`config.mk`:
```
export PLATFORM = sky130hd
export DESIGN_NAME = segment_reduce_forward_core_flat
export DESIGN_NICKNAME = d
export VERILOG_FILES = /design/src/sv/srf_pkg.sv /design/src/sv/srf_if.sv /design/src/sv/srf_front.sv /design/src/sv/srf_fifo.sv /design/src/sv/srf_back.sv /design/src/sv/segment_reduce_forward_core.sv /design/src/flat_wrapper.sv
export SDC_FILE = /design/constraint.sdc
export NUM_CORES = 2
export LEC_CHECK = 0
export BUFFER_PORTS_ARGS = -buffer_cell sky130_fd_sc_hd__buf_2
export CAP_MARGIN = 30
export CORE_MARGIN = 2
export CORE_UTILIZATION = 30
export DETAILED_ROUTE_END_ITERATION = 7
export GPL_TIMING_DRIVEN = 1
export PLACE_DENSITY = 0.42
export SYNTH_ARGS = -nofsm -noshare
export SYNTH_HDL_FRONTEND = slang
export SYNTH_SLANG_ARGS = --single-unit
```
`constraint.sdc`:
```
create_clock -name clk -period 16.4 [get_ports clk]
set_input_delay 1.64 -clock clk [delete_from_list [all_inputs] [get_ports clk]]
set_output_delay 1.64 -clock clk [all_outputs]
set_load 0.03 [all_outputs]
```
`src/sv/srf_pkg.sv`:
```
// shared types, constants and float helpers for the segment reduce block
package srf_pkg;

  typedef enum logic [2:0] {
    MODE_SUM  = 3'd0,
    MODE_MEAN = 3'd1,
    MODE_MAX  = 3'd2,
    MODE_MIN  = 3'd3,
    MODE_PROD = 3'd4
  } mode_t;

  typedef enum logic [1:0] {
    REG_MODE  = 2'd0,
    REG_GIVEN = 2'd1,
    REG_INIT  = 2'd2
  } reg_idx_t;

  typedef enum logic [3:0] {
    ST_IDLE,
    ST_COMB,
    ST_LZ,
    ST_RND,
    ST_FIN,
    ST_DPREP,
    ST_DIV,
    ST_OUT
  } bstate_t;

  localparam logic [31:0] QNAN_BITS    = 32'h7FC00000;
  localparam logic [31:0] POS_INF_BITS = 32'h7F800000;
  localparam logic [31:0] NEG_INF_BITS = 32'hFF800000;
  localparam logic [31:0] ONE_BITS     = 32'h3F800000;
  localparam logic [16:0] MAX_SEG_LEN  = 17'h10000;
  localparam int          DIV_BITS     = 43;

  typedef struct packed {
    logic [31:0] value;
    logic        carries;
    logic        closes;
    mode_t       mode;
    logic        given;
    logic [31:0] init;
  } job_t;

  function automatic logic is_nan(input logic [31:0] b);
    return b[30:0] > POS_INF_BITS[30:0];
  endfunction

  function automatic logic is_inf(input logic [31:0] b);
    return b[30:0] == POS_INF_BITS[30:0];
  endfunction

  function automatic logic is_zero(input logic [31:0] b);
    return b[30:0] == 31'd0;
  endfunction

  function automatic logic [31:0] canon(input logic [31:0] b);
    return is_nan(b) ? QNAN_BITS : b;
  endfunction

  function automatic logic [31:0] start_value(input mode_t m, input logic given,
                                              input logic [31:0] init);
    logic [31:0] r;
    if (given) begin
      r = init;
    end else begin
      case (m)
        MODE_MAX:  r = NEG_INF_BITS;
        MODE_MIN:  r = POS_INF_BITS;
        MODE_PROD: r = ONE_BITS;
        default:   r = 32'd0;
      endcase
    end
    return r;
  endfunction

  // a < b as ordered float compare
  function automatic logic flt(input logic [31:0] a, input logic [31:0] b);
    logic r;
    if (is_nan(a) || is_nan(b)) begin
      r = 1'b0;
    end else if (is_zero(a) && is_zero(b)) begin
      r = 1'b0;
    end else if (a[31] != b[31]) begin
      r = a[31];
    end else if (!a[31]) begin
      r = a[30:0] < b[30:0];
    end else begin
      r = a[30:0] > b[30:0];
    end
    return r;
  endfunction

  function automatic logic [5:0] lzc48(input logic [47:0] m);
    logic [5:0] r;
    r = 6'd0;
    for (int i = 0; i < 48; i++) begin
      if (m[i]) begin
        r = 6'(47 - i);
      end
    end
    return r;
  endfunction

  function automatic logic [4:0] lzc24(input logic [23:0] m);
    logic [4:0] r;
    r = 5'd0;
    for (int i = 0; i < 24; i++) begin
      if (m[i]) begin
        r = 5'(23 - i);
      end
    end
    return r;
  endfunction

  // e is the biased exponent of bit 25 of m, m normalized and nonzero
  function automatic logic [31:0] round_pack(input logic s, input logic signed [10:0] e,
                                             input logic [25:0] m, input logic st);
    logic signed [10:0] sh;
    logic [25:0]        mm;
    logic [25:0]        mask;
    logic               stk;
    logic [7:0]         ef;
    logic               inc;
    logic [30:0]        mag;
    sh = 11'sd1 - e;
    mm = m;
    stk = st;
    ef = e[7:0];
    mask = 26'd0;
    if (e >= 11'sd255) begin
      return {s, POS_INF_BITS[30:0]};
    end
    if (e < 11'sd1) begin
      ef = 8'd0;
      if (sh > 11'sd25) begin
        mm = 26'd0;
        stk = st | (|m);
      end else begin
        mask = (26'd1 << sh[4:0]) - 26'd1;
        mm = m >> sh[4:0];
        stk = st | (|(m & mask));
      end
    end
    inc = mm[1] & (mm[0] | stk | mm[2]);
    mag = {ef, mm[24:2]} + {30'd0, inc};
    return {s, mag};
  endfunction

endpackage

```
`src/sv/srf_if.sv`:
```
// request channels for input items and segment results
interface srf_in_if;
  logic        valid;
  logic        ready;
  logic [31:0] value;
  logic        carries_value;
  logic        closes_segment;
  modport source (output valid, value, carries_value, closes_segment, input ready);
  modport sink (input valid, value, carries_value, closes_segment, output ready);
endinterface

interface srf_out_if;
  logic        valid;
  logic        ready;
  logic [31:0] segment_result;
  modport source (output valid, segment_result, input ready);
  modport sink (input valid, segment_result, output ready);
endinterface

```
`src/sv/srf_front.sv`:
```
// front end: accepts requests, drops idle ones, tags them with the configuration
module srf_front (
  srf_in_if.sink        items,
  input  logic [2:0]    cfg_mode,
  input  logic          cfg_given,
  input  logic [31:0]   cfg_init,
  input  logic          q_full,
  output logic          q_push,
  output srf_pkg::job_t q_job
);
  import srf_pkg::*;

  mode_t mode_dec;

  always_comb begin
    case (cfg_mode)
      MODE_MEAN: mode_dec = MODE_MEAN;
      MODE_MAX:  mode_dec = MODE_MAX;
      MODE_MIN:  mode_dec = MODE_MIN;
      MODE_PROD: mode_dec = MODE_PROD;
      default:   mode_dec = MODE_SUM;
    endcase
  end

  assign items.ready = !q_full;
  assign q_push = items.valid && !q_full && (items.carries_value || items.closes_segment);

  always_comb begin
    q_job.value   = items.value;
    q_job.carries = items.carries_value;
    q_job.closes  = items.closes_segment;
    q_job.mode    = mode_dec;
    q_job.given   = cfg_given;
    q_job.init    = cfg_init;
  end

endmodule

```
`src/sv/srf_fifo.sv`:
```
// four entry queue between front and back
module srf_fifo (
  input  logic          clk,
  input  logic          rst,
  input  logic          push,
  input  srf_pkg::job_t push_job,
  input  logic          pop,
  output srf_pkg::job_t head,
  output logic          not_empty,
  output logic          full
);
  import srf_pkg::*;

  job_t       slots [4];
  logic [1:0] wptr;
  logic [1:0] rptr;
  logic [2:0] fill;

  assign full      = fill == 3'd4;
  assign not_empty = fill != 3'd0;
  assign head      = slots[rptr];

  always_ff @(posedge clk) begin
    if (push) begin
      slots[wptr] <= push_job;
    end
  end

  always_ff @(posedge clk) begin
    if (rst) begin
      wptr <= 2'd0;
      rptr <= 2'd0;
      fill <= 3'd0;
    end else begin
      if (push) begin
        wptr <= wptr + 2'd1;
      end
      if (pop) begin
        rptr <= rptr + 2'd1;
      end
      if (push && !pop) begin
        fill <= fill + 3'd1;
      end else if (pop && !push) begin
        fill <= fill - 3'd1;
      end
    end
  end

endmodule

```
`src/sv/srf_back.sv`:
```
// back end: float add, multiply, compare, mean divide and result register
module srf_back (
  input  logic          clk,
  input  logic          rst,
  input  srf_pkg::job_t job,
  input  logic          job_valid,
  output logic          job_pop,
  srf_out_if.source     results
);
  import srf_pkg::*;

  bstate_t            state;
  bstate_t            state_next;
  job_t               cur;
  logic [31:0]        acc;
  logic [16:0]        count;
  logic               nsign;
  logic signed [10:0] nexp;
  logic [47:0]        nm;
  logic               nst;
  logic [5:0]         lz;
  logic               div_phase;
  logic [31:0]        res;
  logic [16:0]        dvsr;
  logic [16:0]        rem;
  logic [42:0]        dd;
  logic [5:0]         dcnt;
  logic signed [10:0] dexp;
  logic               dsign;
  logic               ov;
  logic [31:0]        odata;
  logic               load_out;

  logic [31:0]        a_cur;
  logic               minmax;
  logic [31:0]        mm_val;
  logic               spec;
  logic [31:0]        spec_val;
  logic               raw_sign;
  logic signed [10:0] raw_exp;
  logic [47:0]        raw_m;
  logic [7:0]         ea;
  logic [7:0]         ev;
  logic [23:0]        ma;
  logic [23:0]        mv;
  logic [31:0]        big;
  logic [31:0]        sml;
  logic [7:0]         eb;
  logic [7:0]         es;
  logic [23:0]        mb;
  logic [23:0]        ms;
  logic [7:0]         dsh;
  logic [26:0]        sm_full;
  logic [26:0]        sm27;
  logic [26:0]        sm_mask;
  logic               sub;
  logic [27:0]        sum28;
  logic [47:0]        prod;
  logic [47:0]        nrm;
  logic signed [10:0] rnd_exp;
  logic [31:0]        rnd_val;
  logic               fin_div;
  logic [31:0]        fin_res;
  logic [4:0]         plz;
  logic [23:0]        pm;
  logic [7:0]         pe;
  logic [17:0]        rem_sh;
  logic               qbit;
  logic [16:0]        rem_new;
  logic [42:0]        dd_new;
  logic [16:0]        count_inc;

  assign a_cur = (count == 17'd0) ? canon(start_value(cur.mode, cur.given, cur.init)) : acc;
  assign minmax = cur.mode inside {MODE_MAX, MODE_MIN};
  assign count_inc = (count < MAX_SEG_LEN) ? count + 17'd1 : count;

  always_comb begin
    ea = (a_cur[30:23] == 8'd0) ? 8'd1 : a_cur[30:23];
    ev = (cur.value[30:23] == 8'd0) ? 8'd1 : cur.value[30:23];
    ma = {|a_cur[30:23], a_cur[22:0]};
    mv = {|cur.value[30:23], cur.value[22:0]};

    if (is_nan(cur.value)) begin
      mm_val = QNAN_BITS;
    end else if (cur.mode == MODE_MAX) begin
      mm_val = flt(a_cur, cur.value) ? cur.value : a_cur;
    end else begin
      mm_val = flt(cur.value, a_cur) ? cur.value : a_cur;
    end

    if (a_cur[30:0] >= cur.value[30:0]) begin
      big = a_cur;
      sml = cur.value;
      eb = ea;
      es = ev;
      mb = ma;
      ms = mv;
    end else begin
      big = cur.value;
      sml = a_cur;
      eb = ev;
      es = ea;
      mb = mv;
      ms = ma;
    end
    dsh = eb - es;
    sm_full = {ms, 3'd0};
    sm_mask = 27'd0;
    if (dsh >= 8'd27) begin
      sm27 = {26'd0, |ms};
    end else begin
      sm_mask = (27'd1 << dsh[4:0]) - 27'd1;
      sm27 = (sm_full >> dsh[4:0]) | {26'd0, |(sm_full & sm_mask)};
    end
    sub = big[31] ^ sml[31];
    sum28 = sub ? ({1'b0, mb, 3'd0} - {1'b0, sm27}) : ({1'b0, mb, 3'd0} + {1'b0, sm27});
    prod = ma * mv;

    spec = 1'b0;
    spec_val = QNAN_BITS;
    if (cur.mode == MODE_PROD) begin
      raw_sign = a_cur[31] ^ cur.value[31];
      raw_exp = $signed({3'd0, ea}) + $signed({3'd0, ev}) - 11'sd126;
      raw_m = prod;
      if (is_nan(a_cur) || is_nan(cur.value)) begin
        spec = 1'b1;
      end else if ((is_inf(a_cur) && is_zero(cur.value)) ||
                   (is_zero(a_cur) && is_inf(cur.value))) begin
        spec = 1'b1;
      end else if (is_inf(a_cur) || is_inf(cur.value)) begin
        spec = 1'b1;
        spec_val = {raw_sign, POS_INF_BITS[30:0]};
      end else if (is_zero(a_cur) || is_zero(cur.value)) begin
        spec = 1'b1;
        spec_val = {raw_sign, 31'd0};
      end
    end else begin
      raw_sign = (sum28 == 28'd0) ? (sub ? 1'b0 : big[31]) : big[31];
      raw_exp = $signed({3'd0, eb}) + 11'sd1;
      raw_m = {sum28, 20'd0};
      if (is_nan(a_cur) || is_nan(cur.value)) begin
        spec = 1'b1;
      end else if (is_inf(a_cur) && is_inf(cur.value) && sub) begin
        spec = 1'b1;
      end else if (is_inf(a_cur)) begin
        spec = 1'b1;
        spec_val = a_cur;
      end else if (is_inf(cur.value)) begin
        spec = 1'b1;
        spec_val = cur.value;
      end
    end

    nrm = nm << lz;
    rnd_exp = nexp - $signed({5'd0, lz});
    rnd_val = (nm == 48'd0) ? {nsign, 31'd0} :
              round_pack(nsign, rnd_exp, nrm[47:22], nst | (|nrm[21:0]));

    fin_div = 1'b0;
    fin_res = canon(a_cur);
    if (cur.mode == MODE_MEAN) begin
      if (count == 17'd0 && !cur.given) begin
        fin_res = QNAN_BITS;
      end else if (count != 17'd0 && !is_nan(a_cur) && !is_inf(a_cur) && !is_zero(a_cur)) begin
        fin_div = 1'b1;
      end
    end

    pm = {|acc[30:23], acc[22:0]};
    pe = (acc[30:23] == 8'd0) ? 8'd1 : acc[30:23];
    plz = lzc24(pm);

    rem_sh = {rem, dd[42]};
    qbit = rem_sh >= {1'b0, dvsr};
    rem_new = qbit ? 17'(rem_sh - {1'b0, dvsr}) : rem_sh[16:0];
    dd_new = {dd[41:0], qbit};
  end

  // next state
  always_comb begin
    state_next = state;
    case (state)
      ST_IDLE: begin
        if (job_valid) begin
          state_next = ST_COMB;
        end
      end
      ST_COMB: begin
        if (!cur.carries) begin
          state_next = ST_FIN;
        end else if (minmax || spec) begin
          state_next = cur.closes ? ST_FIN : ST_IDLE;
        end else begin
          state_next = ST_LZ;
        end
      end
      ST_LZ: state_next = ST_RND;
      ST_RND: begin
        if (div_phase) begin
          state_next = ST_OUT;
        end else begin
          state_next = cur.closes ? ST_FIN : ST_IDLE;
        end
      end
      ST_FIN: state_next = fin_div ? ST_DPREP : ST_OUT;
      ST_DPREP: state_next = ST_DIV;
      ST_DIV: begin
        if (dcnt == 6'd1) begin
          state_next = ST_LZ;
        end
      end
      ST_OUT: begin
        if (load_out) begin
          state_next = ST_IDLE;
        end
      end
      default: state_next = ST_IDLE;
    endcase
  end

  // outputs
  always_comb begin
    job_pop = (state == ST_IDLE) && job_valid;
    load_out = (state == ST_OUT) && (!ov || results.ready);
    results.valid = ov;
    results.segment_result = odata;
  end

  always_ff @(posedge clk) begin
    if (rst) begin
      state <= ST_IDLE;
      count <= 17'd0;
      acc <= 32'd0;
      ov <= 1'b0;
      div_phase <= 1'b0;
    end else begin
      state <= state_next;
      if (load_out) begin
        ov <= 1'b1;
      end else if (ov && results.ready) begin
        ov <= 1'b0;
      end
      case (state)
        ST_IDLE: begin
          div_phase <= 1'b0;
        end
        ST_COMB: begin
          if (cur.carries) begin
            count <= count_inc;
            if (minmax) begin
              acc <= mm_val;
            end else if (spec) begin
              acc <= spec_val;
            end
          end
        end
        ST_RND: begin
          if (!div_phase) begin
            acc <= rnd_val;
          end
        end
        ST_FIN: begin
          acc <= a_cur;
          count <= 17'd0;
        end
        ST_DIV: begin
          if (dcnt == 6'd1) begin
            div_phase <= 1'b1;
          end
        end
        default: begin
        end
      endcase
    end
  end

  always_ff @(posedge clk) begin
    if (load_out) begin
      odata <= res;
    end
    case (state)
      ST_IDLE: begin
        if (job_valid) begin
          cur <= job;
        end
      end
      ST_COMB: begin
        nsign <= raw_sign;
        nexp <= raw_exp;
        nm <= raw_m;
        nst <= 1'b0;
      end
      ST_LZ: lz <= lzc48(nm);
      ST_RND: res <= rnd_val;
      ST_FIN: begin
        res <= fin_res;
        dvsr <= count;
      end
      ST_DPREP: begin
        dd <= {pm << plz, 19'd0};
        dexp <= $signed({3'd0, pe}) - $signed({6'd0, plz});
        dsign <= acc[31];
        rem <= 17'd0;
        dcnt <= 6'(DIV_BITS);
      end
      ST_DIV: begin
        dd <= dd_new;
        rem <= rem_new;
        dcnt <= dcnt - 6'd1;
        if (dcnt == 6'd1) begin
          nm <= {dd_new, 5'd0};
          nexp <= dexp;
          nsign <= dsign;
          nst <= rem_new != 17'd0;
        end
      end
      default: begin
      end
    endcase
  end

endmodule

```
`src/sv/segment_reduce_forward_core.sv`:
```
// top level: configuration registers, front end, queue and back end
//
//  channel   | dir | handshake           | payload
//  items     | in  | valid / ready       | value, carries_value, closes_segment
//  results   | out | valid / ready       | segment_result
//  apb       | in  | psel/penable/pready | paddr, pwdata, prdata
//
// add or product element: dequeue, align or multiply, count, round
// max or min element: dequeue, compare; closing a segment adds the finish and output steps
// mean close adds the one bit per cycle count divider
// the 4 entry queue takes requests while the back end works or the result waits
// rst is synchronous and clears queue, state, count and the result valid flag
module segment_reduce_forward_core (
  input  logic             clk,
  input  logic             rst,
  srf_in_if.sink           items,
  srf_out_if.source        results,
  input  logic             psel,
  input  logic             penable,
  input  logic             pwrite,
  input  logic [3:0]       paddr,
  input  logic [31:0]      pwdata,
  output logic [31:0]      prdata,
  output logic             pready
);
  import srf_pkg::*;

  logic [2:0]  reduce_mode;
  logic        initial_given;
  logic [31:0] start_bits;
  logic        q_full;
  logic        q_push;
  job_t        q_job;
  job_t        q_head;
  logic        q_not_empty;
  logic        q_pop;
  reg_idx_t    idx;

  assign pready = 1'b1;
  assign idx = reg_idx_t'(paddr[3:2]);

  always_ff @(posedge clk) begin
    if (rst) begin
      reduce_mode <= 3'd0;
      initial_given <= 1'b0;
      start_bits <= 32'd0;
    end else if (psel && penable && pwrite) begin
      case (idx)
        REG_MODE:  reduce_mode <= pwdata[2:0];
        REG_GIVEN: initial_given <= pwdata[0];
        REG_INIT:  start_bits <= pwdata;
        default: begin
        end
      endcase
    end
  end

  always_comb begin
    case (idx)
      REG_MODE:  prdata = {29'd0, reduce_mode};
      REG_GIVEN: prdata = {31'd0, initial_given};
      REG_INIT:  prdata = start_bits;
      default:   prdata = 32'd0;
    endcase
  end

  srf_front u_front (
    .items     (items),
    .cfg_mode  (reduce_mode),
    .cfg_given (initial_given),
    .cfg_init  (start_bits),
    .q_full    (q_full),
    .q_push    (q_push),
    .q_job     (q_job)
  );

  srf_fifo u_fifo (
    .clk       (clk),
    .rst       (rst),
    .push      (q_push),
    .push_job  (q_job),
    .pop       (q_pop),
    .head      (q_head),
    .not_empty (q_not_empty),
    .full      (q_full)
  );

  srf_back u_back (
    .clk       (clk),
    .rst       (rst),
    .job       (q_head),
    .job_valid (q_not_empty),
    .job_pop   (q_pop),
    .results   (results)
  );

endmodule

```
`src/flat_wrapper.sv`:
```
// flat-port wrapper written by rule: the top's interface ports become plain ports
module segment_reduce_forward_core_flat import srf_pkg::*;
  (clk, rst, psel, penable, pwrite, paddr, pwdata, prdata, pready, items_valid, items_value, items_carries_value, items_closes_segment, items_ready, results_valid, results_segment_result, results_ready);
  srf_in_if items_i ();
  srf_out_if results_i ();
  input  logic clk;
  input  logic rst;
  input  logic psel;
  input  logic penable;
  input  logic pwrite;
  input  logic [3:0] paddr;
  input  logic [31:0] pwdata;
  output logic [31:0] prdata;
  output logic pready;
  input wire logic [$bits(items_i.valid)-1:0] items_valid;
  input wire logic [$bits(items_i.value)-1:0] items_value;
  input wire logic [$bits(items_i.carries_value)-1:0] items_carries_value;
  input wire logic [$bits(items_i.closes_segment)-1:0] items_closes_segment;
  output wire logic [$bits(items_i.ready)-1:0] items_ready;
  output wire logic [$bits(results_i.valid)-1:0] results_valid;
  output wire logic [$bits(results_i.segment_result)-1:0] results_segment_result;
  input wire logic [$bits(results_i.ready)-1:0] results_ready;
  assign items_i.valid = items_valid;
  assign items_i.value = items_value;
  assign items_i.carries_value = items_carries_value;
  assign items_i.closes_segment = items_closes_segment;
  assign items_ready = items_i.ready;
  assign results_valid = results_i.valid;
  assign results_segment_result = results_i.segment_result;
  assign results_i.ready = results_ready;
  segment_reduce_forward_core u_core (.clk(clk), .rst(rst), .items(items_i), .results(results_i), .psel(psel), .penable(penable), .pwrite(pwrite), .paddr(paddr), .pwdata(pwdata), .prdata(prdata), .pready(pready));
endmodule
```
==> metrics.yaml <==
grt_overflow: 0
synthFlopType: "edfxtp_1"
dieArea_um2: 207100
pin_count: 144
critical_path_arrival_ns: 14.45
dp_hpwl_mm: 171.2
synth_top_area_cell: "edfxtp_1"
ant_nets: 0
synth.most_common_cell: "nand2_1"
reg2reg_depth: 53
die_x_um: 455.1
syn-mean-instance-area_um2: 9.773
synth_top_area_share_pct: 28.19
status: "finished, final reports clean"
gp_congestion: 0.9643
tritoncts: "built"
clkSinkCount: 670
clkTransAtPathRegs_ns: 0.06
detail_route.first_pass.iterations: 6
area_growth_syn_to_layout_pct: 11.12
cap_violations: 0
cp-end-kind: "register"
worst_slack_ns: 2.381
synth_common_cells: "nand2_1, inv_1, edfxtp_1"
fin_crit_sh_pct: 85.48
syn_area_um2: 61030
die_h_um: 455.1
syn_inst: 6245
synth-edff-count: 573
routed_wl_mm: 228.8
max_slew_margin_pct: 31.71
vias_per_cell: 5.304
hp-class: "reg -> reg"
tightest_slew_ns: 1.014
start_util_pct: 30.20
setup_viol: 0
cts_htree_levels: 3
rsz0062_at_grt: "false"
post_cts_buffers: 0
r2r_end: "u_core.u_back.nsign$_DFFE_PP_"
cts_hold_buffers: 0
synth-seq-cells: 670
clkLatencyLatePin_ns: 0.72
synth_area_leaders: "edfxtp_1, fa_1, ha_1, mux4_2, nand2_1"
critPathMaxStageDelay_ns: 0.77
cts_buffers: 80
crit_end: "u_core.u_back.nsign$_DFFE_PP_"
fin_tns_setup_ns: 0
clk_path_buf_depth: 3
synth_seq_area_share_pct: 31.37
drc: 0
utilization_pct: 33.56
postCtsResizedCells: 0
drive_above_1_share_pct: 11.53
fp-row-count: 165
antenna_found_initial: 9
synthArstFlopShare_pct: 0
required_ns: 16.84
ys_types: 99
fin_crit_ns: 14.02
vias: 47720
reg2reg_from: "u_core.u_back.count[0]$_SDFFE_PP0P_"
wl_per_cell_um: 25.44
yosys_warnings: 0
grt_max_degree: 70
first_global_vias: 48050
nets: 7160
slew_violations: 0
path_max_fanout: 43
dp_slack_ns: 2.647
grt_use_total_pct: 22.01
worst_path_max_delay_cell: "nor3_1"
max_freq_mhz: 71.33
worst-setup-path-type: "reg -> reg"
crit_path_start: "u_core.u_back.count[0]$_SDFFE_PP0P_"
clockRootBuffer: "clkbuf_16"
hold_violations: 0
skew_ns: 0.05535
start_kind: "register"
coreArea_um2: 202100
io_buffers: 140
grt_pass1_wl_mm: 336.5
r2r_slack_ns: 2.38
drt-initial-drc-count: 4187
## how the worst min path moves through the flow
| stage | depth (start not counted) | startpoint | end |
|---|---|---|---|
| after floorplan | 0 | u_core.u_back.res[0]$_DFFE_PN_ | u_core.u_back.results.segment_result[0]$_DFFE_PP_ |
| after global placement | 0 | u_core.u_back.res[23]$_DFFE_PN_ | u_core.u_back.results.segment_result[23]$_DFFE_PP_ |
| after detailed placement | 0 | u_core.u_back.res[21]$_DFFE_PN_ | u_core.u_back.results.segment_result[21]$_DFFE_PP_ |
| after CTS | 0 | u_core.u_back.res[21]$_DFFE_PN_ | u_core.u_back.results.segment_result[21]$_DFFE_PP_ |
| after global routing | 0 | u_core.u_back.res[18]$_DFFE_PN_ | u_core.u_back.results.segment_result[18]$_DFFE_PP_ |
| final | 0 | u_core.u_back.res[21]$_DFFE_PN_ | u_core.u_back.results.segment_result[21]$_DFFE_PP_ |
## through the flow
step / cell area [um^2] / cells / hold WS [ns]
after CTS: 67820 / 8994 / 0.4183
after floorplan: 61040 / 6246 / 0.4003
after global routing: 67820 / 8994 / 0.4261
after detailed placement: 65160 / 8844 / 0.4045
after global placement: 65030 / 8837 / 0.4025
final: 67820 / 8996 / 0.4172
## placed cells by master (no fill, tap or decap), drive strengths merged, types with 165 or more instances in the layout
master and n:
nand2 755, inv 725, edfxtp 573, nor2 567, fa 488, ha 341, a21oi 334, buf 307
o21ai 223, mux2i 178, mux4 165
## critical path, delay by kind of cell, from the launching register on
family | cells | cell delay, ns
flops | 1 | 0.36
xor+xnor | 1 | 0.19
buf+inv | 9 | 2.12
simple gates | 18 | 5.28
compound gates | 20 | 4.08
fa+ha+maj | 5 | 1.59
## cells by family after synthesis
kind of cell               synth area share (%)
and+or+nand+nor                           14.62
AOI/OAI and AO/OA                         11.84
buffers and inverters                     6.843
adders and majority gates                 23.00
DFF                                       31.37
muxes                                     9.955
xor gates and xnor gates                  2.366
other                                  0.006144
## final cells by class
type	instances	area [um^2]
fillers	20710	134300
multi-input cells	4472	37910
flip-flops and latches	670	19160
well taps	2672	3343
inverters	723	2714
clock buffers	104	2132
repair buffers	307	2036
clock inverters	46	528.0
diodes	2	5.005
## routing by layer
metal  vias up  routed length (um)  global-route usage [%]
li1      21700                   -                       -
met1     24270              103800                   30.55
met2      1444              103400                   34.81
met3       308               13050                   3.537
met4         0                8580                   7.456
met5         -                   0                       0
## registers in the layout, indices dropped and copies added, names as in the netlist, 3 cells and up
name	flops
u_core.reduce_mode	3
u_core.u_back.dexp	9
u_core.u_back.rem	17
u_core.u_back.results.segment_result	32
u_core.u_fifo.slots	280
u_core.u_back.nexp	10
u_core.u_back.state	3
u_core.u_back.dvsr	17
u_core.u_back.nm	48
u_core.u_back.res	32
u_core.u_back.dd	43
u_core.u_back.lz	6
u_core.u_back.count	17
u_core.start_bits	32
u_core.u_back.dcnt	6
u_core.u_fifo.fill	3
u_core.u_back.acc	32
u_core.u_back.cur	70
Power is left out: the tool's default activity adds up to more than one toggle a clock period on the data nets, which glitch-free logic cannot reach.
